`src/rtl/stpr_pkg.sv`:
```
`timescale 1ns / 1ps
// Shared constants, phase codes and controller/datapath structs of the stepper ramp.
package stpr_pkg;

  localparam int unsigned MIN_RATE   = 100;
  localparam int unsigned COUNT_BITS = 24;
  localparam int unsigned SPEED_BITS = 16;
  localparam int unsigned CONT_RATE  = 100;

  localparam int unsigned SPD_W  = SPEED_BITS + 2;
  localparam int unsigned STP_W  = COUNT_BITS + 1;
  localparam int unsigned DP_W   = COUNT_BITS - 1;
  localparam int unsigned RATE_W = SPEED_BITS + 1;
  localparam int unsigned RES_W  = 3;
  localparam int unsigned PH_W   = 2;

  localparam int unsigned RECIP_SHIFT = COUNT_BITS + 3;
  localparam int unsigned RECIP_W     = RECIP_SHIFT - 2;
  localparam longint unsigned RECIP_VAL = ((64'd1 << RECIP_SHIFT) + 64'd4) / 64'd5;
  localparam logic [RECIP_W-1:0] RECIP = RECIP_VAL[RECIP_W-1:0];

  localparam int unsigned DIV_CNT_W = $clog2(SPEED_BITS);
  localparam logic [DIV_CNT_W-1:0] DIV_LAST = DIV_CNT_W'(SPEED_BITS - 1);

  localparam logic [RES_W-1:0] RES_MAX = 3'd5;

  localparam logic [PH_W-1:0] PH_IDLE  = 2'd0;
  localparam logic [PH_W-1:0] PH_ACC   = 2'd1;
  localparam logic [PH_W-1:0] PH_CONST = 2'd2;
  localparam logic [PH_W-1:0] PH_DEC   = 2'd3;

  typedef struct packed {
    logic load;
    logic start;
    logic tick;
    logic div_step;
    logic finish;
    logic wb;
  } stpr_cmd_t;

  typedef struct packed {
    logic is_tick;
    logic is_cont;
  } stpr_stat_t;

endpackage

```
`src/rtl/stpr_in_if.sv`:
```
`timescale 1ns / 1ps
// Input channel: start and tick items with valid/ready handshake.
interface stpr_in_if import stpr_pkg::*; ();
  logic                  valid;
  logic                  ready;
  logic                  kind;
  logic [SPEED_BITS-1:0] target_speed;
  logic [COUNT_BITS-1:0] step_count;
  logic                  continuous;
  logic [RES_W-1:0]      microstep_code;

  modport source (
    output valid, kind, target_speed, step_count, continuous, microstep_code,
    input  ready
  );
  modport sink (
    input  valid, kind, target_speed, step_count, continuous, microstep_code,
    output ready
  );
endinterface

```
`src/rtl/stpr_out_if.sv`:
```
`timescale 1ns / 1ps
// Output channel: pin levels, phase and speed after each item.
interface stpr_out_if import stpr_pkg::*; ();
  logic                    valid;
  logic                    ready;
  logic                    step_level;
  logic                    driver_enable_n;
  logic                    busy_led;
  logic                    direction_level;
  logic [PH_W-1:0]         phase;
  logic signed [SPD_W-1:0] current_speed;
  logic [RES_W-1:0]        resolution_code;

  modport source (
    output valid, step_level, driver_enable_n, busy_led, direction_level, phase,
           current_speed, resolution_code,
    input  ready
  );
  modport sink (
    input  valid, step_level, driver_enable_n, busy_led, direction_level, phase,
           current_speed, resolution_code,
    output ready
  );
endinterface

```
`src/rtl/stpr_ctrl.sv`:
```
`timescale 1ns / 1ps
// Controller state machine: item sequencing, divider step count, result register valid.
module stpr_ctrl import stpr_pkg::*; (
  input  logic       clk_i,
  input  logic       rst_ni,
  input  logic       in_valid_i,
  output logic       in_ready_o,
  output logic       out_valid_o,
  input  logic       out_ready_i,
  input  stpr_stat_t stat_i,
  output stpr_cmd_t  cmd_o
);

  localparam logic [2:0] S_IDLE = 3'd0;
  localparam logic [2:0] S_EXEC = 3'd1;
  localparam logic [2:0] S_DIV  = 3'd2;
  localparam logic [2:0] S_FIN  = 3'd3;
  localparam logic [2:0] S_WB   = 3'd4;

  logic [2:0]           state_q, state_d;
  logic [DIV_CNT_W-1:0] cnt_q, cnt_d;
  logic                 out_valid_q, out_valid_d;

  always_comb begin
    state_d = state_q;
    cnt_d   = cnt_q;
    cmd_o   = '0;
    unique case (state_q)
      S_IDLE: begin
        if (in_valid_i) begin
          cmd_o.load = 1'b1;
          state_d    = S_EXEC;
        end
      end
      S_EXEC: begin
        if (stat_i.is_tick) begin
          cmd_o.tick = 1'b1;
          state_d    = S_WB;
        end else begin
          cmd_o.start = 1'b1;
          cnt_d       = '0;
          state_d     = stat_i.is_cont ? S_WB : S_DIV;
        end
      end
      S_DIV: begin
        cmd_o.div_step = 1'b1;
        if (cnt_q == DIV_LAST) begin
          state_d = S_FIN;
        end else begin
          cnt_d = cnt_q + 1'b1;
        end
      end
      S_FIN: begin
        cmd_o.finish = 1'b1;
        state_d      = S_WB;
      end
      S_WB: begin
        if (!out_valid_q || out_ready_i) begin
          cmd_o.wb = 1'b1;
          state_d  = S_IDLE;
        end
      end
      default: begin
        state_d = S_IDLE;
      end
    endcase
  end

  always_comb begin
    priority if (cmd_o.wb) begin
      out_valid_d = 1'b1;
    end else if (out_ready_i) begin
      out_valid_d = 1'b0;
    end else begin
      out_valid_d = out_valid_q;
    end
  end

  always_ff @(posedge clk_i or negedge rst_ni) begin
    if (!rst_ni) begin
      state_q     <= S_IDLE;
      cnt_q       <= '0;
      out_valid_q <= 1'b0;
    end else begin
      state_q     <= state_d;
      cnt_q       <= cnt_d;
      out_valid_q <= out_valid_d;
    end
  end

  assign in_ready_o  = (state_q == S_IDLE);
  assign out_valid_o = out_valid_q;

endmodule

```
`src/rtl/stpr_datapath.sv`:
```
`timescale 1ns / 1ps
// Datapath: ramp state, deceleration point, restoring rate divider and result register.
module stpr_datapath import stpr_pkg::*; (
  input  logic                    clk_i,
  input  logic                    rst_ni,
  input  logic                    cfg_we_i,
  input  logic                    cfg_wdata_i,
  input  stpr_cmd_t               cmd_i,
  output stpr_stat_t              stat_o,
  input  logic                    kind_i,
  input  logic [SPEED_BITS-1:0]   target_speed_i,
  input  logic [COUNT_BITS-1:0]   step_count_i,
  input  logic                    continuous_i,
  input  logic [RES_W-1:0]        microstep_code_i,
  output logic                    step_level_o,
  output logic                    driver_enable_n_o,
  output logic                    busy_led_o,
  output logic                    direction_level_o,
  output logic [PH_W-1:0]         phase_o,
  output logic signed [SPD_W-1:0] current_speed_o,
  output logic [RES_W-1:0]        resolution_code_o
);

  localparam logic [SPD_W-1:0]  MIN_SPD   = SPD_W'(MIN_RATE);
  localparam logic [RATE_W-1:0] MIN_DIFF  = RATE_W'(MIN_RATE);
  localparam logic [RATE_W-1:0] CONT_R    = RATE_W'(CONT_RATE);
  localparam logic [RATE_W-1:0] RATE_MAX  = {1'b0, {SPEED_BITS{1'b1}}};

  // latched item
  logic                  kind_q;
  logic [SPEED_BITS-1:0] tgt_in_q;
  logic [COUNT_BITS-1:0] cnt_q;
  logic [STP_W-1:0]      cntp_q;
  logic                  cont_q;
  logic [RES_W-1:0]      code_q;

  // ramp state
  logic [PH_W-1:0]       phase_q;
  logic [SPD_W-1:0]      speed_q;
  logic [SPEED_BITS-1:0] target_q;
  logic [STP_W-1:0]      steps_q;
  logic [DP_W-1:0]       dp_q;
  logic [RATE_W-1:0]     rate_q;
  logic                  pulse_q;
  logic [RES_W-1:0]      res_q;
  logic                  endless_q;
  logic                  reverse_q;

  // divider
  logic [DP_W-1:0]       rem_q;
  logic [SPEED_BITS-1:0] quo_q;
  logic                  neg_q;

  logic [STP_W+RECIP_W-1:0] prod;
  logic [DP_W-1:0]          dp_calc;
  logic [RATE_W-1:0]        diff;
  logic [RATE_W-1:0]        diff_neg;
  logic                     diff_is_neg;
  logic [SPEED_BITS-1:0]    mag;
  logic [DP_W:0]            rem_sh;
  logic [DP_W:0]            rem_sub;
  logic                     fits;
  logic [RATE_W-1:0]        rate_fin;
  logic [SPD_W-1:0]         rate_ext;
  logic [SPD_W-1:0]         spd_up;
  logic [SPD_W-1:0]         spd_dn;
  logic [STP_W-1:0]         steps_dec;
  logic                     running;

  assign prod    = cntp_q * RECIP;
  assign dp_calc = prod[RECIP_SHIFT +: DP_W];

  assign diff        = {1'b0, tgt_in_q} - MIN_DIFF;
  assign diff_neg    = MIN_DIFF - {1'b0, tgt_in_q};
  assign diff_is_neg = diff[RATE_W-1];
  assign mag         = diff_is_neg ? diff_neg[SPEED_BITS-1:0] : diff[SPEED_BITS-1:0];

  assign rem_sh  = {rem_q, quo_q[SPEED_BITS-1]};
  assign fits    = (rem_sh >= {1'b0, dp_q});
  assign rem_sub = rem_sh - {1'b0, dp_q};

  always_comb begin
    priority if (dp_q == '0) begin
      rate_fin = RATE_MAX;
    end else if (neg_q) begin
      rate_fin = RATE_W'(0) - {1'b0, quo_q};
    end else begin
      rate_fin = {1'b0, quo_q} + RATE_W'(rem_q != '0);
    end
  end

  assign rate_ext  = {{(SPD_W-RATE_W){rate_q[RATE_W-1]}}, rate_q};
  assign spd_up    = speed_q + rate_ext;
  assign spd_dn    = speed_q - rate_ext;
  assign steps_dec = steps_q - 1'b1;
  assign running   = (phase_q != PH_IDLE);

  assign stat_o.is_tick = kind_q;
  assign stat_o.is_cont = cont_q;

  always_ff @(posedge clk_i or negedge rst_ni) begin
    if (!rst_ni) begin
      phase_q   <= PH_IDLE;
      speed_q   <= '0;
      target_q  <= '0;
      steps_q   <= '0;
      dp_q      <= '0;
      rate_q    <= '0;
      pulse_q   <= 1'b0;
      res_q     <= '0;
      endless_q <= 1'b0;
      reverse_q <= 1'b0;
    end else begin
      if (cfg_we_i) begin
        reverse_q <= cfg_wdata_i;
      end
      if (cmd_i.start) begin
        if (code_q <= RES_MAX) begin
          res_q <= code_q;
        end
        phase_q  <= PH_ACC;
        speed_q  <= MIN_SPD;
        target_q <= tgt_in_q;
        if (cont_q) begin
          endless_q <= 1'b1;
          steps_q   <= '1;
          dp_q      <= '0;
          rate_q    <= CONT_R;
        end else begin
          endless_q <= 1'b0;
          steps_q   <= {1'b0, cnt_q};
          dp_q      <= dp_calc;
        end
      end
      if (cmd_i.tick && running) begin
        steps_q <= steps_dec;
        pulse_q <= ~pulse_q;
        unique case (phase_q)
          PH_ACC: begin
            speed_q <= spd_up;
            if ($signed(spd_up) >= $signed({2'b00, target_q})) begin
              phase_q <= PH_CONST;
            end
          end
          PH_CONST: begin
            if (!endless_q && (steps_dec == {2'b00, dp_q})) begin
              phase_q <= PH_DEC;
            end
          end
          PH_DEC: begin
            speed_q <= spd_dn;
            if ($signed(spd_dn) <= $signed(MIN_SPD)) begin
              phase_q <= PH_IDLE;
            end
          end
          PH_IDLE: begin
          end
        endcase
      end
      if (cmd_i.finish) begin
        rate_q <= rate_fin;
      end
    end
  end

  always_ff @(posedge clk_i) begin
    if (cmd_i.load) begin
      kind_q   <= kind_i;
      tgt_in_q <= target_speed_i;
      cnt_q    <= step_count_i;
      cntp_q   <= {1'b0, step_count_i} + STP_W'(4);
      cont_q   <= continuous_i;
      code_q   <= microstep_code_i;
    end
    if (cmd_i.start) begin
      rem_q <= '0;
      quo_q <= mag;
      neg_q <= diff_is_neg;
    end else if (cmd_i.div_step) begin
      rem_q <= fits ? rem_sub[DP_W-1:0] : rem_sh[DP_W-1:0];
      quo_q <= {quo_q[SPEED_BITS-2:0], fits};
    end
    if (cmd_i.wb) begin
      step_level_o      <= pulse_q;
      driver_enable_n_o <= ~running;
      busy_led_o        <= running;
      direction_level_o <= ~reverse_q;
      phase_o           <= phase_q;
      current_speed_o   <= $signed(speed_q);
      resolution_code_o <= res_q;
    end
  end

endmodule

```
`src/rtl/stepper_trapezoid_ramp_core.sv`:
```
`timescale 1ns / 1ps
// Top level of the trapezoidal stepper ramp: controller, datapath and checks.
//
//   channel   dir  handshake          payload
//   in_ch     in   valid / ready      kind, target_speed, step_count, continuous, microstep_code
//   out_ch    out  valid / ready      step_level ... resolution_code, one per input item
//   cfg       in   cfg_we_i           cfg_wdata_i (reverse)
//
// A tick item or a continuous start goes from load through execute to write-back; a
// counted start also passes the divide and finish states of the one-bit-per-cycle
// restoring divider that forms the ramp rate. One item is in work at a time; the
// result register lets the next item transfer in while a result still waits on
// out_ch, and that item holds in write-back until the waiting result transfers.
// Reset is asynchronous and clears the ramp state; no clearing pass is needed.
module stepper_trapezoid_ramp_core import stpr_pkg::*; (
  input  logic clk_i,
  input  logic rst_ni,
  input  logic cfg_we_i,
  input  logic cfg_wdata_i,
  stpr_in_if.sink    in_ch,
  stpr_out_if.source out_ch
);

  stpr_cmd_t  cmd;
  stpr_stat_t stat;
  logic       in_ready;
  logic       out_valid;

  stpr_ctrl u_ctrl (
    .clk_i       (clk_i),
    .rst_ni      (rst_ni),
    .in_valid_i  (in_ch.valid),
    .in_ready_o  (in_ready),
    .out_valid_o (out_valid),
    .out_ready_i (out_ch.ready),
    .stat_i      (stat),
    .cmd_o       (cmd)
  );

  stpr_datapath u_datapath (
    .clk_i             (clk_i),
    .rst_ni            (rst_ni),
    .cfg_we_i          (cfg_we_i),
    .cfg_wdata_i       (cfg_wdata_i),
    .cmd_i             (cmd),
    .stat_o            (stat),
    .kind_i            (in_ch.kind),
    .target_speed_i    (in_ch.target_speed),
    .step_count_i      (in_ch.step_count),
    .continuous_i      (in_ch.continuous),
    .microstep_code_i  (in_ch.microstep_code),
    .step_level_o      (out_ch.step_level),
    .driver_enable_n_o (out_ch.driver_enable_n),
    .busy_led_o        (out_ch.busy_led),
    .direction_level_o (out_ch.direction_level),
    .phase_o           (out_ch.phase),
    .current_speed_o   (out_ch.current_speed),
    .resolution_code_o (out_ch.resolution_code)
  );

  assign in_ch.ready  = in_ready;
  assign out_ch.valid = out_valid;

  a_one_item: assert property (@(posedge clk_i) disable iff (!rst_ni)
    (in_ch.valid && in_ch.ready) |=> !in_ch.ready)
    else $error("input transfer taken while an item is in work");

  a_result_after_work: assert property (@(posedge clk_i) disable iff (!rst_ni)
    $rose(out_ch.valid) |-> $past(!in_ch.ready))
    else $error("result appeared without a work cycle");

  a_enable_matches_phase: assert property (@(posedge clk_i) disable iff (!rst_ni)
    out_ch.valid |-> (((out_ch.phase == PH_IDLE) == out_ch.driver_enable_n) &&
                      (out_ch.busy_led != out_ch.driver_enable_n)))
    else $error("driver enable disagrees with phase");

  a_no_work_no_cmd: assert property (@(posedge clk_i) disable iff (!rst_ni)
    in_ch.ready |-> !(cmd.tick || cmd.start || cmd.div_step || cmd.finish || cmd.wb))
    else $error("datapath command issued while idle");

endmodule
```
`src/flat_wrapper.sv`:
```
// flat-port wrapper written by rule: the top's interface ports become plain ports
module stepper_trapezoid_ramp_core_flat import stpr_pkg::*;
  (clk_i, rst_ni, cfg_we_i, cfg_wdata_i, in_ch_valid, in_ch_kind, in_ch_target_speed, in_ch_step_count, in_ch_continuous, in_ch_microstep_code, in_ch_ready, out_ch_valid, out_ch_step_level, out_ch_driver_enable_n, out_ch_busy_led, out_ch_direction_level, out_ch_phase, out_ch_current_speed, out_ch_resolution_code, out_ch_ready);
  stpr_in_if in_ch_i ();
  stpr_out_if out_ch_i ();
  input  logic clk_i;
  input  logic rst_ni;
  input  logic cfg_we_i;
  input  logic cfg_wdata_i;
  input wire logic [$bits(in_ch_i.valid)-1:0] in_ch_valid;
  input wire logic [$bits(in_ch_i.kind)-1:0] in_ch_kind;
  input wire logic [$bits(in_ch_i.target_speed)-1:0] in_ch_target_speed;
  input wire logic [$bits(in_ch_i.step_count)-1:0] in_ch_step_count;
  input wire logic [$bits(in_ch_i.continuous)-1:0] in_ch_continuous;
  input wire logic [$bits(in_ch_i.microstep_code)-1:0] in_ch_microstep_code;
  output wire logic [$bits(in_ch_i.ready)-1:0] in_ch_ready;
  output wire logic [$bits(out_ch_i.valid)-1:0] out_ch_valid;
  output wire logic [$bits(out_ch_i.step_level)-1:0] out_ch_step_level;
  output wire logic [$bits(out_ch_i.driver_enable_n)-1:0] out_ch_driver_enable_n;
  output wire logic [$bits(out_ch_i.busy_led)-1:0] out_ch_busy_led;
  output wire logic [$bits(out_ch_i.direction_level)-1:0] out_ch_direction_level;
  output wire logic [$bits(out_ch_i.phase)-1:0] out_ch_phase;
  output wire logic [$bits(out_ch_i.current_speed)-1:0] out_ch_current_speed;
  output wire logic [$bits(out_ch_i.resolution_code)-1:0] out_ch_resolution_code;
  input wire logic [$bits(out_ch_i.ready)-1:0] out_ch_ready;
  assign in_ch_i.valid = in_ch_valid;
  assign in_ch_i.kind = in_ch_kind;
  assign in_ch_i.target_speed = in_ch_target_speed;
  assign in_ch_i.step_count = in_ch_step_count;
  assign in_ch_i.continuous = in_ch_continuous;
  assign in_ch_i.microstep_code = in_ch_microstep_code;
  assign in_ch_ready = in_ch_i.ready;
  assign out_ch_valid = out_ch_i.valid;
  assign out_ch_step_level = out_ch_i.step_level;
  assign out_ch_driver_enable_n = out_ch_i.driver_enable_n;
  assign out_ch_busy_led = out_ch_i.busy_led;
  assign out_ch_direction_level = out_ch_i.direction_level;
  assign out_ch_phase = out_ch_i.phase;
  assign out_ch_current_speed = out_ch_i.current_speed;
  assign out_ch_resolution_code = out_ch_i.resolution_code;
  assign out_ch_i.ready = out_ch_ready;
  stepper_trapezoid_ramp_core u_core (.clk_i(clk_i), .rst_ni(rst_ni), .cfg_we_i(cfg_we_i), .cfg_wdata_i(cfg_wdata_i), .in_ch(in_ch_i), .out_ch(out_ch_i));
endmodule
```
`config.mk`:
```
export PLATFORM = sky130hd
export DESIGN_NAME = stepper_trapezoid_ramp_core_flat
export DESIGN_NICKNAME = d
export VERILOG_FILES = /design/src/rtl/stpr_pkg.sv /design/src/rtl/stpr_in_if.sv /design/src/rtl/stpr_out_if.sv /design/src/rtl/stpr_ctrl.sv /design/src/rtl/stpr_datapath.sv /design/src/rtl/stepper_trapezoid_ramp_core.sv /design/src/flat_wrapper.sv
export SDC_FILE = /design/constraint.sdc
export NUM_CORES = 1
export LEC_CHECK = 0
export BUFFER_PORTS_ARGS = -buffer_cell sky130_fd_sc_hd__buf_2
export CAP_MARGIN = 40
export CORE_ASPECT_RATIO = 1.25
export CORE_UTILIZATION = 53
export CTS_CLUSTER_SIZE = 12
export DETAILED_ROUTE_END_ITERATION = 8
export PLACE_DENSITY = 0.72
export SETUP_SLACK_MARGIN = 0.5
export SLEW_MARGIN = 20
export SYNTH_ARGS = -nofsm -noshare
export SYNTH_HDL_FRONTEND = slang
export SYNTH_HIERARCHICAL = 1
export SYNTH_SLANG_ARGS = --single-unit
```
`constraint.sdc`:
```
create_clock -name clk_i -period 7.05 [get_ports clk_i]
set_input_delay 0.705 -clock clk_i [delete_from_list [all_inputs] [get_ports clk_i]]
set_output_delay 0.705 -clock clk_i [all_outputs]
set_load 0.01 [all_outputs]
```
# == Word-level counts from Yosys, hierarchy flattened ==
# Index checks and enable logic that the tools add are counted.
# word_totals
elab_cells,123
reg_bits,252
out_inout_bits,29
inputBits,51
# classes
reduce_logical,19
order_cmp,4
addsub,10
mul,1
mux,43
bitwise_logic,3
eq_ne,14
# ops
op,n
$mux 17,5
$mux 25,3
$mul 25x24->49 const B,1
$mux 16,3
$mux 23,2
$mux 18,2
$pmux 18 s2,1
$add 24x3->25 const B,1
$eq 25x23->1,1
$sub 25x1->25 const B,1
$ge 24x23->1,1
$logic_not 23->1,1
$reduce_bool 23->1,1
$sub 23x23->23,1
$add 18x18->18,1
$ge 18x17->1,1
$le 18x8->1 const B,1
$sub 18x18->18,1
$add 16x1->17,1
$sub 1x16->17 const A,1
$sub 16x7->17 const B,1
$sub 7x16->16 const A,1
$mux 3,5
$pmux 3 s5,1
other kinds (22),56

# == Logic depth before layout (Yosys ltp) ==
# depth
depth_word,6
mapped_depth,24

# == Cells and area by module ==
# The synthesis kept the hierarchy.
# by_module_without_submodules
module,cells_per_inst,area_per_inst_um2,instances,seq_area_each_um2
stpr_datapath,2667,25411.9,1,6501.2
stpr_ctrl,45,460.4,1,200.2

# == Least setup slack after synthesis ==
# Ideal clock, no wire load.
# synth_timing
path_kind,reg-to-reg
from,register u_core.u_datapath.cntp_q[7]
to,register u_core.u_datapath.dp_q[19]
slack_ns,0.378
arrival_time_ns,6.603
path_stages_with_launch,22
setup_ns,0.069
path_buffers,1
path_cell_list,edfxtp_1 > ha_1 > inv_1 > fa_1 > inv_1 > fa_1 > fa_1 > fa_1 > fa_1 > inv_1 > fa_1 > inv_1 > ha_1 > clkbuf_1 > nand3_1 > a211oi_1 > o311a_1 > nor2_1 > o311ai_0 > a21oi_1 > or4b_2 > nand3_1
# synth_between
elab_chain_len,2
# synth_lines
item,line,rtl
"start, declared",stpr_datapath.sv:33,logic [STP_W-1:0] cntp_q;
"start signal, assigned",stpr_datapath.sv:171,"cntp_q <= {1'b0, step_count_i} + STP_W'(4);"
$mul 25x24->49,stpr_datapath.sv:70,assign prod = cntp_q * RECIP;
$mux 23,stpr_datapath.sv:124,if (cont_q) begin
"end signal, assigned",stpr_datapath.sv:132,dp_q <= dp_calc;
"end, declared",stpr_datapath.sv:42,logic [DP_W-1:0] dp_q;
# No other way between the ends.
# A chain may end at the register's enable or synchronous reset.

# == Worst setup path after layout ==
# layout_timing
from,register u_core.u_datapath.cntp_q[14]
to,register u_core.u_datapath.dp_q[21]
# Same word-level chain as after synthesis.

==> summary.txt <==
GRT Total Usage: 30.2%
FFs w/ async S/R, synth: 46.0%
Post-synthesis cell count: 2712
Crit path DAT: 6.93 ns
Syn avg cell area: 9.54 um^2
Clk slew on worst S/H paths: 0.06 ns
Max-slew violations: 0
CP Capture Type: register
DR vias/cell: 5.75
RSZ-0062 raised after global routing: true
Fmax: 0.153 GHz
Hold crit path type: in2async
Final WL: 74800 um
Crit path time final: 6.52 ns
First-pass DRT Iterations: 5
N_diodes: 0
First-pass GRT wire length: 114000 um
Clk sink count: 250
Seq/Total Area, Yosys: 25.9%
Setup-failing EPs final: 0
Initial DRC count: 1155
I/O Buffers: 79
Slew Limit Headroom: 44.2%
Top_reg_cell synth: dfrtp_1
Yosys reg bits: 250
Setup ws final: 0.531 ns
Die ar.: 49700 um^2
TritonCTS Buffers: 28
DRC: 0
Mapped Area: 25900 um^2
CTS root buffer: clkbuf_16
Largest net degree at the start of global routing: 62
Status: completed
Startpoint Class: register
Period utilization: 92.5%
Routed len/inst: 21.4 um
WS Path Type: reg2reg
Number of nets in the layout: 3460
Synth Net Count: 3343
Boundary Pins: 80
Library cells used by synthesis: 83
Clk Latency, worst-skew pair: 0.57 ns
Final Hold Fails: 0
Share of layout cells above drive strength 1: 12.1%
Worst Path Max Fanout: 4
Initial core utilization: 53.7%
Max_cap viols: 0
Setup Skew: 0.0159 ns
Number of synthesized flops with an enable pin: 112
H-tree depth: 1
Clock buffer depth: 3
Global placer's final weighted congestion: 1.00
Core area: 48200 um^2
Detailed placement HPWL: 60000 um
Fill cell count: 4196
ANT nets after route: 0
Setup TNS: 0 ns
Antenna violations before repair: 0
Overflow after GRT: 0
TritonCTS clock tree: built
Vias in the first global route: 20600
Area Overhead vs Synth: 12.3%
Pre-CTS setup slack: 0.115 ns
Critical Path RT: 7.46 ns
Rows: 90
Chip height: 249 um
YS warnings: 6
Worst slew pin tran: 0.835 ns
Total vias in the final route: 20100
Die Wd: 200 um
==> placed cells by master, fill, tap and decap left out, types with 19 or more instances in the layout <==
| master | count |
|---|---|
| o21a_1 | 19 |
| nand3_1 | 60 |
| a21o_1 | 32 |
| buf_2 | 78 |
| nand4_1 | 22 |
| or3_1 | 25 |
| nand2_1 | 144 |
| xor2_1 | 45 |
| a311oi_1 | 24 |
| dfxtp_1 | 23 |
| nor4_1 | 21 |
| o21ai_0 | 127 |
| xnor2_1 | 92 |
| edfxtp_1 | 112 |
| ha_4 | 30 |
| nor2_1 | 157 |
| buf_4 | 87 |
| inv_1 | 483 |
| clkbuf_16 | 29 |
| a21oi_1 | 126 |
| ha_1 | 315 |
| nand2b_1 | 19 |
| fa_1 | 223 |
| nor3_1 | 42 |
| dfrtp_1 | 115 |
==> layer usage <==
| layer | up-vias | global-route usage, % | wire [um] |
|---|---|---|---|
| met1 | 9888 | 34.3 | 28300 |
| met3 | 191 | 2.72 | 2770 |
| met5 | - | 0 | 0 |
| met4 | 0 | 16.2 | 4840 |
| li1 | 9475 | - | - |
| met2 | 539 | 55.0 | 38900 |
==> cell usage after synthesis (all sizes together), types with 23 or more instances <==
cell	count	area share [%]
inv	493	7.2
ha	349	17
fa	231	18
nor2	158	2.3
nand2	146	2.1
o21ai	134	2.6
a21oi	133	2.6
dfrtp	115	11
edfxtp	112	13
xnor2	92	3.1
clkbuf	71	1.0
nand3	63	1.2
xor2	45	1.5
nor3	42	0.81
a21o	32	0.93
or3	26	0.63
a311oi	24	0.81
dfxtp	23	1.8
nor4	23	0.58
==> critical path, stage by stage (launching register included) <==
cell	delay (ns)
edfxtp_1	0.43
buf_6	0.16
ha_4	0.22
fa_1	0.51
inv_2	0.04
fa_1	0.54
inv_1	0.05
fa_1	0.52
fa_2	0.46
fa_1	0.51
inv_1	0.05
fa_1	0.51
inv_2	0.05
ha_4	0.25
and3_4	0.21
a221oi_4	0.34
a211oi_2	0.12
o311a_1	0.38
nor2_4	0.25
o31ai_4	0.13
o211ai_1	0.30
and3_1	0.25
o32ai_2	0.08
==> cell families (layout without fill, tap and decap cells) <==
family | after synthesis | in the layout | synth area share [%]
xor gates and xnor gates | 137 | 137 | 4.64
and+or+nand+nor | 606 | 606 | 11.7
adders and majority gates | 580 | 580 | 34.8
AOI/OAI and AO/OA | 528 | 528 | 13.3
muxes | 28 | 28 | 1.14
DFF | 250 | 250 | 25.9
buffers and inverters | 583 | 722 | 8.63
==> timing repair <==
item,CTS,global route
buffers inserted,21,34
pin swaps,6,68
gates resized for setup,39,78
endpoints found under the hold margin,0,0
hold buffers,0,0
endpoints found under the setup margin,15,17
==> path summary, 6_finish.rpt <==
path	from	end	slack, ns	depth (start not counted)
max in group asynchronous	rst_ni	u_core/u_datapath/dp_q[18]$_DFFE_PN0P_	5.82	3
min in group clk_i	in_ch_target_speed[15]	u_core/u_datapath/tgt_in_q[15]$_DFFE_PP_	0.31	1
min reg2reg	u_core/u_datapath/res_q[0]$_DFFE_PN0P_	u_core/u_datapath/resolution_code_o[0]$_DFFE_PP_	0.45	0
max reg2reg	u_core/u_datapath/cntp_q[14]$_DFFE_PP_	u_core/u_datapath/dp_q[21]$_DFFE_PN0P_	0.53	22
min	rst_ni	u_core/u_datapath/speed_q[9]$_DFF_PN0_	0.12	1
max	u_core/u_datapath/cntp_q[14]$_DFFE_PP_	u_core/u_datapath/dp_q[21]$_DFFE_PN0P_	0.53	22
==> sequential cells by signal (all words and copies together) (netlist names), 2 cells and up <==
register	flops
u_core/u_datapath/steps_q	25
u_core/u_datapath/cnt_q	24
u_core/u_ctrl/state_q	3
u_core/u_datapath/tgt_in_q	16
u_core/u_datapath/current_speed_o	18
u_core/u_datapath/phase_q	2
u_core/u_datapath/cntp_q	23
u_core/u_datapath/target_q	16
u_core/u_datapath/rate_q	17
u_core/u_ctrl/cnt_q	4
u_core/u_datapath/rem_q	23
u_core/u_datapath/resolution_code_o	3
u_core/u_datapath/speed_q	18
u_core/u_datapath/code_q	3
u_core/u_datapath/res_q	3
u_core/u_datapath/dp_q	23
u_core/u_datapath/quo_q	16
u_core/u_datapath/phase_o	2
==> metrics by stage <==
step	hold WS, ns	cell area (um^2)	instances	utilization [%]
floorplan	0.409	25900	2712	-
global placement	0.425	27000	3383	56.0
detailed placement	0.434	27100	3388	56.2
CTS	0.116	28400	3461	58.9
global route	0.145	29100	3495	60.3
finish	0.117	29100	3495	60.3
==> area by class of cell <==
cell class | count | area, um^2 | area share [%]
Clock buffer | 43 | 818 | 2.82
Timing Repair Buffer | 173 | 1160 | 4.00
Inverter | 497 | 1870 | 6.45
Clock inverter | 9 | 76.3 | 0.263
Tap cell | 644 | 806 | 2.77
Multi-Input combinational cell | 1879 | 17600 | 60.6
Sequential cell | 250 | 6700 | 23.1
Power is not shown: default switching activity piles up to over one toggle a cycle in this logic, so the estimate is an artifact.
